==> src/hdl/srqp_pkg.sv <==
package srqp_pkg;

  // Field widths of the packed record
  localparam int unsigned W_PRESSURE = 12;
  localparam int unsigned W_TEMP     = 9;
  localparam int unsigned W_ANGLE    = 9;
  localparam int unsigned W_HEADING  = 9;
  localparam int unsigned W_BATTERY  = 9;
  localparam int unsigned W_BYTE     = 8;
  localparam int unsigned W_SPEED    = 10;
  localparam int unsigned W_DIR      = 7;

  localparam int unsigned SAMPLE_W = 16;
  localparam int unsigned CODE_W   = 12;
  localparam int unsigned WIDTH_W  = 4;
  localparam int unsigned BITS_W   = 13;
  localparam int unsigned HELD_W   = 3;

  localparam logic [7:0] MAX_PAIRS = 8'd255;

  // Result queue between packer and byte emitter
  localparam int unsigned QDEPTH = 2;
  localparam int unsigned QPTR_W = $clog2(QDEPTH);
  localparam int unsigned QCNT_W = $clog2(QDEPTH + 1);

  // Reciprocal multipliers (value * K) >> 16 for the division steps
  localparam int unsigned RECIP_W    = 14;
  localparam int unsigned RECIP_SH   = 16;
  localparam logic [RECIP_W-1:0] RECIP_DIV5  = 14'd13108;
  localparam logic [RECIP_W-1:0] RECIP_DIV10 = 14'd6554;
  localparam logic [RECIP_W-1:0] RECIP_DIV50 = 14'd1311;

  // Record field sequence; unused codes act as pressure
  typedef enum logic [3:0] {
    STEP_PRESSURE = 4'd0,
    STEP_TEMP     = 4'd1,
    STEP_PITCH    = 4'd2,
    STEP_ROLL     = 4'd3,
    STEP_HEADING  = 4'd4,
    STEP_BATTERY  = 4'd5,
    STEP_BLANKING = 4'd6,
    STEP_CELLS    = 4'd7,
    STEP_PAIRS    = 4'd8
  } step_t;

  // One quantized code headed for the packer
  typedef struct packed {
    logic [CODE_W-1:0]  code;
    logic [WIDTH_W-1:0] width;
    logic               rec_end;
  } code_item_t;

  // Bytes caused by one input item
  typedef struct packed {
    logic [2:0][7:0]   data;
    logic [1:0]        count;
    logic              rec_end;
    logic [BITS_W-1:0] total;
  } byte_group_t;

endpackage

==> src/hdl/sensor_record_quantize_pack.sv <==
// An accepted field passes the code stage register, result queue and output register.
// Throughput: s_tready accepts one field per cycle while the result queue has room;
// the byte emitter sends one byte per cycle while m_tready is high, and each field
// causes zero to three bytes.
// Reset: synchronous rst clears the field sequence, bit accumulator, queue and output valid.
module sensor_record_quantize_pack import srqp_pkg::*; (
  input  logic        clk,
  input  logic        rst,
  input  logic        s_tvalid,
  output logic        s_tready,
  input  logic [15:0] s_tdata,   // [15:0] sample_value
  output logic        m_tvalid,
  input  logic        m_tready,
  output logic [23:0] m_tdata,   // [7:0] packed_byte, [20:8] record_bits, [23:21] zero
  output logic        m_tlast,   // run_last
  output logic        m_tuser    // record_end
);

  logic              item_valid, item_take;
  code_item_t        item;
  logic              grp_push, grp_full, head_valid, pop;
  byte_group_t       grp, head_grp;
  logic [7:0]        packed_byte;
  logic [BITS_W-1:0] record_bits;

  srqp_front u_front (
    .clk          (clk),
    .rst          (rst),
    .in_valid     (s_tvalid),
    .in_ready     (s_tready),
    .sample_value (s_tdata),
    .item_valid   (item_valid),
    .item         (item),
    .item_take    (item_take)
  );

  srqp_pack u_pack (
    .clk        (clk),
    .rst        (rst),
    .item_valid (item_valid),
    .item       (item),
    .item_take  (item_take),
    .grp_full   (grp_full),
    .grp_push   (grp_push),
    .grp        (grp)
  );

  srqp_queue u_queue (
    .clk        (clk),
    .rst        (rst),
    .push       (grp_push),
    .push_grp   (grp),
    .full       (grp_full),
    .head_valid (head_valid),
    .head_grp   (head_grp),
    .pop        (pop)
  );

  srqp_emit u_emit (
    .clk         (clk),
    .rst         (rst),
    .head_valid  (head_valid),
    .head_grp    (head_grp),
    .pop         (pop),
    .out_valid   (m_tvalid),
    .out_ready   (m_tready),
    .packed_byte (packed_byte),
    .run_last    (m_tlast),
    .record_end  (m_tuser),
    .record_bits (record_bits)
  );

  assign m_tdata = {3'b000, record_bits, packed_byte};

endmodule

==> src/hdl/srqp_front.sv <==
module srqp_front import srqp_pkg::*; (
  input  logic                clk,
  input  logic                rst,
  input  logic                in_valid,
  output logic                in_ready,
  input  logic [SAMPLE_W-1:0] sample_value,
  output logic                item_valid,
  output code_item_t          item,
  input  logic                item_take
);

  step_t      field_step, field_step_next;
  logic [7:0] pairs_left, pairs_left_next;
  logic       pair_phase, pair_phase_next;
  logic       accept;

  logic signed [16:0]       ts, lo, hi, off;
  logic [4:0]               half;
  logic [RECIP_W-1:0]       recip;
  logic                     use_mul;
  logic [WIDTH_W-1:0]       width;
  logic [12:0]              x;
  logic [12+RECIP_W:0]      prod;
  logic [CODE_W:0]          top;
  logic [CODE_W-1:0]        qcode, code;
  logic [7:0]               cnt;
  logic                     is_byte, rec_end;

  assign in_ready = !item_valid || item_take;
  assign accept   = in_valid && in_ready;

  // Pick range, rounding and width for the current field
  always_comb begin
    lo      = '0;
    hi      = 17'sd2500;
    half    = '0;
    recip   = RECIP_DIV10;
    use_mul = 1'b0;
    width   = WIDTH_W'(W_PRESSURE);
    is_byte = 1'b0;
    cnt     = (sample_value[7:0] > MAX_PAIRS) ? MAX_PAIRS : sample_value[7:0];
    case (field_step)
      STEP_TEMP, STEP_BATTERY: begin
        hi    = 17'sd250;
        width = WIDTH_W'(W_TEMP);
      end
      STEP_PITCH, STEP_ROLL: begin
        lo      = -17'sd1800;
        hi      = 17'sd1800;
        half    = 5'd5;
        use_mul = 1'b1;
        width   = WIDTH_W'(W_ANGLE);
      end
      STEP_HEADING: begin
        hi      = 17'sd3600;
        half    = 5'd5;
        use_mul = 1'b1;
        width   = WIDTH_W'(W_HEADING);
      end
      STEP_BLANKING, STEP_CELLS: begin
        is_byte = 1'b1;
        width   = WIDTH_W'(W_BYTE);
      end
      STEP_PAIRS: begin
        use_mul = 1'b1;
        if (!pair_phase) begin
          hi    = 17'sd5000;
          half  = 5'd2;
          recip = RECIP_DIV5;
          width = WIDTH_W'(W_SPEED);
        end else begin
          hi    = 17'sd3600;
          half  = 5'd25;
          recip = RECIP_DIV50;
          width = WIDTH_W'(W_DIR);
        end
      end
      default: begin
      end
    endcase
  end

  // Quantize: offset, round half up, divide by reciprocal multiply
  always_comb begin
    ts    = 17'(signed'(sample_value));
    off   = ts - lo;
    x     = off[12:0] + 13'(half);
    prod  = x * recip;
    top   = (CODE_W+1)'(1) << width;
    qcode = use_mul ? CODE_W'(prod[12+RECIP_W:RECIP_SH]) : x[CODE_W-1:0];
    if (is_byte) begin
      code = (field_step == STEP_CELLS) ? CODE_W'(cnt) : CODE_W'(sample_value[7:0]);
    end else if (ts < lo) begin
      code = CODE_W'(top - (CODE_W+1)'(2));
    end else if (ts > hi) begin
      code = CODE_W'(top - (CODE_W+1)'(1));
    end else begin
      code = qcode;
    end
  end

  // Advance the field sequence
  always_comb begin
    field_step_next = field_step;
    pairs_left_next = pairs_left;
    pair_phase_next = pair_phase;
    rec_end         = 1'b0;
    case (field_step)
      STEP_TEMP:     field_step_next = STEP_PITCH;
      STEP_PITCH:    field_step_next = STEP_ROLL;
      STEP_ROLL:     field_step_next = STEP_HEADING;
      STEP_HEADING:  field_step_next = STEP_BATTERY;
      STEP_BATTERY:  field_step_next = STEP_BLANKING;
      STEP_BLANKING: field_step_next = STEP_CELLS;
      STEP_CELLS: begin
        if (cnt == 8'd0) begin
          rec_end = 1'b1;
        end else begin
          pairs_left_next = cnt;
          pair_phase_next = 1'b0;
          field_step_next = STEP_PAIRS;
        end
      end
      STEP_PAIRS: begin
        pair_phase_next = !pair_phase;
        if (pair_phase) begin
          pairs_left_next = pairs_left - 8'd1;
          rec_end         = (pairs_left == 8'd1);
        end
      end
      default: field_step_next = STEP_TEMP;
    endcase
    if (rec_end) begin
      field_step_next = STEP_PRESSURE;
      pairs_left_next = '0;
      pair_phase_next = 1'b0;
    end
  end

  // Hold sequence state
  always_ff @(posedge clk) begin
    if (rst) begin
      field_step <= STEP_PRESSURE;
      pairs_left <= '0;
      pair_phase <= 1'b0;
    end else if (accept) begin
      field_step <= field_step_next;
      pairs_left <= pairs_left_next;
      pair_phase <= pair_phase_next;
    end
  end

  // Code stage register
  always_ff @(posedge clk) begin
    if (rst) begin
      item_valid <= 1'b0;
    end else if (accept) begin
      item_valid <= 1'b1;
    end else if (item_take) begin
      item_valid <= 1'b0;
    end
  end

  always_ff @(posedge clk) begin
    if (accept) begin
      item.code    <= code;
      item.width   <= width;
      item.rec_end <= rec_end;
    end
  end

endmodule

==> src/hdl/srqp_pack.sv <==
module srqp_pack import srqp_pkg::*; (
  input  logic        clk,
  input  logic        rst,
  input  logic        item_valid,
  input  code_item_t  item,
  output logic        item_take,
  input  logic        grp_full,
  output logic        grp_push,
  output byte_group_t grp
);

  logic [6:0]        acc, acc_next;
  logic [HELD_W-1:0] held, held_next;
  logic [BITS_W-1:0] total, total_next;

  logic [19:0]       wide;
  logic [4:0]        hsum, sh0, sh1;
  logic [1:0]        nfull;
  logic [HELD_W-1:0] rem;
  logic [6:0]        rem_bits;
  logic [14:0]       flush_wide;
  logic [7:0]        byte0, byte1, flush;
  logic              do_flush;

  assign item_take = item_valid && !grp_full;

  // Append the code and split off complete bytes
  always_comb begin
    wide       = (20'(acc) << item.width) | 20'(item.code);
    hsum       = 5'(held) + 5'(item.width);
    sh0        = hsum - 5'd8;
    sh1        = hsum - 5'd16;
    byte0      = 8'(wide >> sh0);
    byte1      = 8'(wide >> sh1);
    nfull      = (hsum >= 5'd16) ? 2'd2 : ((hsum >= 5'd8) ? 2'd1 : 2'd0);
    rem        = hsum[HELD_W-1:0];
    rem_bits   = wide[6:0] & ((7'd1 << rem) - 7'd1);
    flush_wide = 15'(rem_bits) << (4'd8 - 4'(rem));
    flush      = flush_wide[7:0];
    do_flush   = item.rec_end && (rem != '0);
    total_next = total + BITS_W'(item.width);
    acc_next   = item.rec_end ? '0 : rem_bits;
    held_next  = item.rec_end ? '0 : rem;
  end

  // Build the byte group for the queue
  always_comb begin
    grp.data    = {flush, byte1, byte0};
    if (nfull == 2'd1) begin
      grp.data[1] = flush;
    end else if (nfull == 2'd0) begin
      grp.data[0] = flush;
    end
    grp.count   = nfull + 2'(do_flush);
    grp.rec_end = item.rec_end;
    grp.total   = total_next;
    grp_push    = item_take && (grp.count != 2'd0);
  end

  // Hold the bit accumulator
  always_ff @(posedge clk) begin
    if (rst) begin
      acc   <= '0;
      held  <= '0;
      total <= '0;
    end else if (item_take) begin
      acc   <= acc_next;
      held  <= held_next;
      total <= item.rec_end ? '0 : total_next;
    end
  end

endmodule

==> src/hdl/srqp_queue.sv <==
module srqp_queue import srqp_pkg::*; (
  input  logic        clk,
  input  logic        rst,
  input  logic        push,
  input  byte_group_t push_grp,
  output logic        full,
  output logic        head_valid,
  output byte_group_t head_grp,
  input  logic        pop
);

  byte_group_t       slots [QDEPTH];
  logic [QPTR_W-1:0] wr_ptr, rd_ptr;
  logic [QCNT_W-1:0] fill;

  assign full       = (fill == QCNT_W'(QDEPTH));
  assign head_valid = (fill != '0);
  assign head_grp   = slots[rd_ptr];

  // Store a group
  always_ff @(posedge clk) begin
    if (push) begin
      slots[wr_ptr] <= push_grp;
    end
  end

  // Advance pointers and fill count
  always_ff @(posedge clk) begin
    if (rst) begin
      wr_ptr <= '0;
      rd_ptr <= '0;
      fill   <= '0;
    end else begin
      if (push) begin
        wr_ptr <= (wr_ptr == QPTR_W'(QDEPTH - 1)) ? '0 : wr_ptr + QPTR_W'(1);
      end
      if (pop) begin
        rd_ptr <= (rd_ptr == QPTR_W'(QDEPTH - 1)) ? '0 : rd_ptr + QPTR_W'(1);
      end
      if (push && !pop) begin
        fill <= fill + QCNT_W'(1);
      end else if (pop && !push) begin
        fill <= fill - QCNT_W'(1);
      end
    end
  end

endmodule

==> src/hdl/srqp_emit.sv <==
module srqp_emit import srqp_pkg::*; (
  input  logic              clk,
  input  logic              rst,
  input  logic              head_valid,
  input  byte_group_t       head_grp,
  output logic              pop,
  output logic              out_valid,
  input  logic              out_ready,
  output logic [7:0]        packed_byte,
  output logic              run_last,
  output logic              record_end,
  output logic [BITS_W-1:0] record_bits
);

  logic [1:0] idx;
  logic       load, last;

  assign load = head_valid && (!out_valid || out_ready);
  assign last = (idx == head_grp.count - 2'd1);
  assign pop  = load && last;

  // Step through the bytes of the head group
  always_ff @(posedge clk) begin
    if (rst) begin
      idx       <= '0;
      out_valid <= 1'b0;
    end else begin
      if (load) begin
        idx       <= last ? '0 : idx + 2'd1;
        out_valid <= 1'b1;
      end else if (out_ready) begin
        out_valid <= 1'b0;
      end
    end
  end

  // Output register
  always_ff @(posedge clk) begin
    if (load) begin
      packed_byte <= head_grp.data[idx];
      run_last    <= last;
      record_end  <= last && head_grp.rec_end;
      record_bits <= (last && head_grp.rec_end) ? head_grp.total : '0;
    end
  end

endmodule

==> config.mk <==
export PLATFORM = sky130hd
export DESIGN_NAME = sensor_record_quantize_pack
export DESIGN_NICKNAME = d
export VERILOG_FILES = /design/src/hdl/srqp_pkg.sv /design/src/hdl/sensor_record_quantize_pack.sv /design/src/hdl/srqp_front.sv /design/src/hdl/srqp_pack.sv /design/src/hdl/srqp_queue.sv /design/src/hdl/srqp_emit.sv
export SDC_FILE = /design/constraint.sdc
export NUM_CORES = 1
export LEC_CHECK = 0
export ABC_AREA = 1
export BUFFER_PORTS_ARGS = -buffer_cell sky130_fd_sc_hd__clkbuf_2
export CORE_ASPECT_RATIO = 0.7
export CORE_MARGIN = 2
export CORE_UTILIZATION = 60
export CTS_BUF_LIST = sky130_fd_sc_hd__clkbuf_8 sky130_fd_sc_hd__clkbuf_16
export DETAILED_ROUTE_END_ITERATION = 6
export PLACE_DENSITY = 0.8
export SYNTH_ARGS = -nofsm -noshare
export SYNTH_HDL_FRONTEND = slang
export SYNTH_SLANG_ARGS = --single-unit
==> constraint.sdc <==
create_clock -name clk -period 9.1 [get_ports clk]
set_input_delay 1.365 -clock clk [delete_from_list [all_inputs] [get_ports clk]]
set_output_delay 1.365 -clock clk [all_outputs]
set_load 0.02 [all_outputs]
== After elaboration in Yosys (flattened, before gate mapping) ==
Memory sizes are Yosys's and may differ from the RTL's. A register that Yosys moved wholly into a read port is not among the register bits.
Index checks and enable logic that the tools add are counted.
Storage, ports and cells
  flip-flop bits (word level): 84
  bits in writable memories: 80
  output and inout bits: 28
  memories kept: 1
Cells by class
  add/subtract/negate cells: 18
  multiply operators: 1
  magnitude comparators: 6
  eq/ne operators: 15
  shifts and indexed selects: 6
  multiplexer cells: 53
  bitwise gates (word level): 2
  reductions and logical operators: 35
Memories
  u_queue.slots: depth 2, width 40, rd ports 1, clocked after memory_dff 1, write ports 1, RTL line srqp_queue.sv:12  | byte_group_t slots [QDEPTH];
Operators by type and width (count)
  $mux W8: 9
  $pmux W17 S4: 1
  $mux W12: 4
  $shr A20 B5 Y8: 2
  $pmux W4 S8: 1
  $mux W14: 2
  $mul A13 B14 Y27: 1
  $mux W13: 2
  $or A20 B12 Y20: 1
  $shl A7 B4 Y20: 1
  $gt A16 B17 Y1: 1
  $lt A16 B17 Y1: 1
  $mux W1: 17
  $mux W17: 1
  $bmux W8 S2: 1
  $eq A4 B3 Y1 const B: 4
  $pmux W8 S2: 1
  $add A13 B4 Y13: 1
  $add A13 B5 Y13: 1
  $sub A13 B13 Y13: 1
  $mux W4: 3
  $pmux W4 S3: 1
  $shl A1 B4 Y12 const A: 1
  $sub A12 B1 Y12 const B: 1
  other kinds (47): 77

== Logic depth before layout (Yosys ltp) ==
Gate-level depths: netlist of the first run.
  word-level depth: 11
  gate-level depth with buffers: 47
  depth with buffers taken out: 45

== Hierarchy ==
Synthesis of the first run repeated with hierarchy kept, for this count alone.
Unflattened totals
  cells, all modules: 2057
  area total of the unflattened synthesis: 16468.3 sq um
By module, submodules not included
  srqp_front: times used 1, cells each 1138, area each 8543.2 sq um, sequential area each 790.8 sq um
  srqp_pack: times used 1, cells each 635, area each 3550.9 sq um, sequential area each 460.4 sq um
  srqp_queue: times used 1, cells each 157, area each 3124.2 sq um, sequential area each 2502.4 sq um
  srqp_emit: times used 1, cells each 123, area each 1223.7 sq um, sequential area each 750.7 sq um
  sensor_record_quantize_pack: times used 1, cells each 4, area each 26.3 sq um, sequential area each 0.0 sq um

== Worst setup path after synthesis of the first run ==
Ideal clock, no wire load.
  kind: input -> register
  from: input s_tdata[3]
  to: register u_front.item[15] (netlist name)
  data arrival time: 7.346 ns
  required time: 8.848 ns
  path slack: 1.502 ns
  cell stages on the path: 33
  path buffers: 0
  cells stage by stage: fa_1 > ha_1 > a21oi_1 > nand2_1 > nand2_1 > nand2_1 > a21oi_1 > xor2_1 > inv_1 > nor2_1 > inv_1 > fa_1 > inv_1 > fa_1 > fa_1 > fa_1 > inv_1 > fa_1 > inv_1 > ha_1 > a21o_1 > a21boi_0 > o21ai_0 > nand2_1 > nand2_1 > a21oi_1 > nand2_1 > nand2_1 > nand3_1 > nand2_1 > nand2_1 > nand2_1 > nand2_1
Between the ends
  cells in the longest elaborated chain, start to end: 7
  elaborated cells between the ends (all ways): 9
  those cells by class: add/sub (2); mul (1); order compare (2); mux (4)
Ends and longest elaborated chain
  start, declared: RTL line sensor_record_quantize_pack.sv:11  | input logic [15:0] s_tdata,
  $sub A13 B13 Y13: RTL line srqp_front.sv:86  | off = ts - lo;
  $add A13 B5 Y13: RTL line srqp_front.sv:87  | x = off[12:0] + 13'(half);
  $mul A13 B14 Y27: RTL line srqp_front.sv:88  | prod = x * recip;
  $mux W12: RTL line srqp_front.sv:90  | qcode = use_mul ? CODE_W'(prod[12+RECIP_W:RECIP_SH]) : x[CODE_W-1:0];
  $mux W12: RTL line srqp_front.sv:95  | end else if (ts > hi) begin
  $mux W12 *: RTL line srqp_front.sv:93  | end else if (ts < lo) begin
  $mux W12 *: RTL line srqp_front.sv:91  | if (is_byte) begin
Mark *: on every way between the ends. The rest lies on a longest branch, timed or not.
A chain may end at the register's enable or synchronous reset.

== Final worst setup path of the first run ==
  from: input s_tdata[4]
  to: register u_front.item[15] (netlist name)
Between the ends
  cells in the longest elaborated chain, start to end: 7
  elaborated cells between the ends (all ways): 9
  those cells by class: add/sub (2); mul (1); order compare (2); mux (4)
Ends and longest elaborated chain (RTL line)
  $sub A13 B13 Y13: srqp_front.sv:86
  $add A13 B5 Y13: srqp_front.sv:87
  $mul A13 B14 Y27: srqp_front.sv:88
  $mux W12: srqp_front.sv:90
  $mux W12: srqp_front.sv:95
  $mux W12 *: srqp_front.sv:93
  $mux W12 *: srqp_front.sv:91
Marks and branches as above.

==> results of run 1 <==
==> critical path, delay by kind of cell <==
| kind | cells | cell delay, ns |
|---|---|---|
| buffers and inverters | 7 | 0.56 |
| adders and majority gates | 8 | 3.54 |
| AOI/OAI and AO/OA | 4 | 0.91 |
| and+or+nand+nor | 16 | 2.37 |
==> final timing paths <==
check | from | endpoint | slack [ns] | depth (start not counted)
setup / recovery | s_tdata[4] | u_front.item[15] | 0.56 | 35
hold / removal | u_pack.total[3] | u_pack.total[3] | 0.48 | 2
setup reg to reg | u_front.field_step[0] | u_front.item[15] | 0.56 | 39
hold reg to reg | u_pack.total[3] | u_pack.total[3] | 0.48 | 2
==> cell usage in the layout (no fill, tap or decap), types with 44 or more instances in the layout <==
| master | n |
|---|---|
| nand2_1 | 417 |
| nor2_1 | 188 |
| dfxtp_1 | 45 |
| nand3_1 | 183 |
| inv_1 | 375 |
| clkbuf_2 | 44 |
| edfxtp_1 | 120 |
| ha_1 | 145 |
| fa_1 | 121 |
| o21ai_0 | 85 |
| a21oi_1 | 111 |
==> layer usage <==
metal,wire length (µm),up-vias,share of wire (%)
met5,0,-,0
met4,476,0,1.1
met3,6230,56,14
met2,17300,883,39
met1,20500,6599,46
li1,-,6663,-
==> flip-flops by register name, summed over array words and instances (netlist names), 2 cells and up, named ones only <==
name,flops
u_emit.idx,2
u_front.field_step,4
u_emit.packed_byte,8
u_emit.record_bits,13
u_front.pairs_left,8
u_queue.fill,2
u_pack.total,13
u_pack.acc,7
u_queue.slots,80
u_pack.held,3
u_front.item,17
==> cell usage after synthesis (all sizes together) <==
master   count
o22ai        4
dfxtp       45
buf         21
clkinv       4
edfxtp     120
nor4         7
xnor2        9
or2          8
nand3      184
ha         145
o21bai       5
nor3        22
a211oi       2
o211ai      12
nand2      423
o31ai        1
conb         2
mux2i        1
a41oi        1
a22oi        2
xor2        21
a21boi       5
o21ai       91
a21o         7
nor2       197
a21oi      113
nor3b        2
o2111ai      2
a221oi       2
nand3b       2
o32ai       10
clkbuf      37
a31oi        9
fa         121
and2         2
a31o         1
nand4       25
inv        382
==> kinds of logic after synthesis <==
logic type,count (synthesis),synth area share (%)
DFF,165,28.2
adders and majority gates,266,26.6
xor gates and xnor gates,30,1.65
buffers and inverters,444,10.7
muxes,1,0.0628
and+or+nand+nor,872,23.3
AOI/OAI and AO/OA,267,9.44
other,2,0.0471
==> final cells by class <==
class,count,area (µm²)
Clock buffer,17,425
Clock inverter,15,154
Fill cell,2192,8780
Inverter,386,1450
Multi-Input combinational cell,1445,9790
Sequential cell,165,4500
Tap cell,357,447
Timing Repair Buffer,57,318
==> through the flow <==
step / hold WS [ns] / cells
floorplan: 0.449 / 2054
global placement: 0.456 / 2410
detailed placement: 0.464 / 2410
CTS: 0.474 / 2442
global route: 0.493 / 2442
finish: 0.475 / 2442
==> flow_metrics.tcl, run 1 <==
set metrics [dict create \
    dp_hpwl_um 35400 \
    grt-busiest-layer "met1" \
    drv_slew 0 \
    cts_num_sinks 165 \
    via_per_inst 5.82 \
    antennaDiodeCount 0 \
    rsz0062_at_grt "false" \
    avgSynthCellArea_um2 7.79 \
    grtUsageMet2_pct 44.2 \
    dieArea_um2 27900 \
    die_y_um 140 \
    ctsHoldBuffers 0 \
    netlist.area_leader.share_pct 22.6 \
    drt_first_pass_iters 7 \
    initial_core_util_pct 61.6 \
    nets 2358 \
    grtUsageTotal_pct 32.7 \
    grtUsageMet1_pct 51.0 \
    first_iter_violations 1872 \
    violations "design-rule violations" \
    status "finished, violations left" \
    grt_pass1_vias 13300 \
    area.growth.synth_to_final_pct 7.14 \
    cap_violations 0 \
    setup_viol 0 \
    vias 14200 \
    tns_ns 0 \
    synth-seq-cells 165 \
    synth_cells 2047 \
    crit_path_frequent_cell "nand2_1" \
    required_ns 9.29 \
    drcViolationCount 1 \
    gr-total-overflow 0 \
    grt_max_degree 42 \
    finalHoldViolCount 0 \
    design.core.area_um2 25900 \
    wl_per_cell_um 18.2 \
    root_buffer "clkbuf_16" \
    path_clk_slew_ns 0.07 \
    grt_first_pass_wirelength_um 70500 \
    cts_tree "done" \
    slowest_stage "fa_1" \
    post-cts-setup-buffers 0 \
    ys_top_cells_by_area "edfxtp_1 (23%), fa_1 (15%), ha_1 (11%), nand2_1 (9.8%), inv_1 (8.8%)" \
    timing.fmax_ghz 0.117 \
    start_kind "input port" \
    gp_congestion 1.05 \
    synth_top_area_cell "edfxtp_1" \
    antenna_left 0 \
    yosysUniqueCellTypes 53 \
    hold_path.class "flip-flop to flip-flop" \
    layout_min_cycle_time_ns 8.54 \
    pre_cts_slack_ns 0.369 \
    finalWirelength_um 44500 \
    yosysSeqAreaShare_pct 28.2 \
    die_w_um 199 \
    drive_gt1_share_pct 5.80 \
    htreeDepth 4 \
    maxSlewHeadroom_pct 40.0 \
    dpl_cell_area_um2 16500 \
    port_buffers 44 \
    clk_latency_ns 0.43 \
    pin_count 48 \
    use_met3_pct 10.9 \
    post-route-period-util_pct 93.9 \
    skew_ns 0.00751 \
    row_count 49 \
    setup_ws_ns 0.556 \
    worstMarginPinSlew_ns 0.899 \
    end_kind "flip-flop" \
    critPathMaxFanout 8 \
    post_cts_resized 0 \
    post-route-util_pct 66.0 \
    syn-cell-area_um2 15900 \
    antenna_found_initial 0 \
    cp_slowest_stage_delay_ns 0.59 \
    crit_arrival_ns 8.73 \
    cts_buffer_depth 2 \
    cts_buffers 17 \
    yosysWarnings 0 \
    critPathKind "input port to flip-flop" \
    post-route-cell-area_um2 17100 \
]
Power of run 1 is left out: the tool's default activity adds up to more than one toggle a clock period on the data nets, which glitch-free logic cannot reach.
==> inputs of run 2 (changes only) <==
Settings changed: ABC_AREA 1 to 0.
==> flow_metrics.tcl, run 2 <==
set metrics [dict create \
    worstMarginPinSlew_ns 1.21 \
    tns_ns 0 \
    clk_latency_ns 0.42 \
    path_clk_slew_ns 0.07 \
    drt_first_pass_iters 7 \
    yosysUniqueCellTypes 78 \
    area.growth.synth_to_final_pct 8.43 \
    crit_arrival_ns 8.93 \
    cap_violations 0 \
    grt_pass1_vias 11800 \
    cts_buffer_depth 2 \
    crit_path_frequent_cell "fa_1" \
    ctsHoldBuffers 0 \
    maxSlewHeadroom_pct 19.0 \
    finalWirelength_um 40100 \
    skew_ns 0.00947 \
    grt_max_degree 41 \
    cp_num_buf_inv 6 \
    yosysWarnings 0 \
    layout_min_cycle_time_ns 8.77 \
    via_per_inst 6.26 \
    cts_tree "done" \
    htreeDepth 4 \
    finalHoldViolCount 0 \
    critPathMaxFanout 11 \
    final_cell_mix "inv_1 (258), nor2_1 (147), ha_1 (145)" \
    port_buffers 44 \
    design.core.area_um2 25400 \
    die_y_um 138 \
    crit_family "adder cells" \
    async_flop_share_pct 0 \
    synthFlopType "edfxtp_1" \
    root_buffer "clkbuf_16" \
    netlist.area_leader.share_pct 23.4 \
    drcViolationCount 0 \
    ff_latch_area_um2 4510 \
    synth-seq-cells 165 \
    wl_per_cell_um 20.2 \
    timing.fmax_ghz 0.114 \
    start_kind "flip-flop" \
    yosysSeqAreaShare_pct 29.3 \
    nets 1923 \
    dp_hpwl_um 31400 \
    initial_core_util_pct 60.5 \
    synth_top_area_cell "edfxtp_1" \
    top_regs "u_queue.slots x80, u_front.item x17" \
    synth_edf_count 120 \
    required_ns 9.26 \
    top_register "u_queue.slots" \
    slowest_stage "nor3b_2" \
    critPathKind "flip-flop to flip-flop" \
    syn-cell-area_um2 15400 \
    drive_gt1_share_pct 10.5 \
    end_kind "flip-flop" \
    hold_path.class "flip-flop to flip-flop" \
    final_common_cell "inv_1" \
    pin_count 48 \
    row_count 49 \
    synth_cells 1602 \
    grtUsageTotal_pct 30.8 \
    gp_congestion 1.02 \
    multi_input_area_um2 9740 \
    antenna_found_initial 1 \
    ys_top_cells_by_area "edfxtp_1 (23%), fa_1 (16%), ha_1 (12%), inv_1 (6.3%), dfxtp_1 (5.9%)" \
    cts_buffers 17 \
    fillers 1936 \
    yosysMostFrequentCell "inv_1" \
    synth_commonest_cells "inv_1 (258), nor2_1 (151), ha_1 (145), fa_1 (121), edfxtp_1 (120)" \
    cp_slowest_stage_delay_ns 0.65 \
    first_iter_violations 1689 \
    setup_viol 0 \
    avgSynthCellArea_um2 9.61 \
    status "finished clean" \
    cts_num_sinks 165 \
    post-route-period-util_pct 96.4 \
    grt_first_pass_wirelength_um 64600 \
    dieArea_um2 27000 \
    antenna_left 0 \
    die_w_um 195 \
    gr-total-overflow 0 \
    largest_register_ffs 80 \
    vias 12400 \
    drv_slew 0 \
]
-- run 2: final cells by class --
cell class	count	share of cell area, %
clock buffer	18	2.63
multi-input combinational	1118	58.4
antenna	1	0.0150
timing repair buffer	77	2.80
tap	331	2.48
inverter	258	5.80
clock inverter	14	0.907
sequential	165	27.0
-- run 2: layer usage --
layer | track usage [%] | vias to the layer above | routed length (µm)
li1 | - | 5605 | -
met1 | 47.5 | 5975 | 17800
met2 | 41.2 | 753 | 16100
met3 | 11.1 | 68 | 5570
met4 | 6.47 | 0 | 622
met5 | 0 | - | 0
-- run 2: worst min-delay path: stages, from the launching register on --
cell and delay (ns):
dfxtp_1 0.32, o21ai_0 0.07, o21ai_0 0.07
-- run 2: repair_timing --
item                                    in CTS  in global routing
buffers inserted                             0                  3
gates resized for setup                      0                 17
endpoints found under the setup margin       0                 11
endpoints found under the hold margin        0                  0
-- run 2: cell families after synthesis --
logic type      Yosys count  synth area share [%]
simple gates            424                  13.0
buf+inv                 326                  8.08
compound gates          300                  12.9
fa+ha+maj               266                  27.5
flops                   165                  29.3
mux                      77                  6.88
xor+xnor                 42                  2.39
other cells               2                0.0488
-- run 2: per-stage QoR --
step	utilization, %	hold slack, ns	instances	worst slack, ns	cell area [µm²]
after floorplan	-	0.438	1609	0.240	15400
final	65.6	0.489	1982	0.329	16700
after global routing	65.6	0.517	1981	-0.0152	16700
after detailed placement	63.0	0.470	1946	-0.0801	16000
after CTS	65.3	0.488	1978	0.0658	16600
after global placement	63.0	0.450	1946	0.0494	16000
-- run 2: worst paths after layout --
check | startpoint | to | slack (ns) | depth (start not counted)
worst max-delay path | u_front.field_step[0] | u_front.item[8] | 0.33 | 30
worst min-delay path | u_front.pairs_left[6] | u_front.pairs_left[6] | 0.49 | 2
worst max register to register | u_front.field_step[0] | u_front.item[8] | 0.33 | 30
worst min register to register | u_front.pairs_left[6] | u_front.pairs_left[6] | 0.49 | 2
Power of run 2 is left out for the same reason.
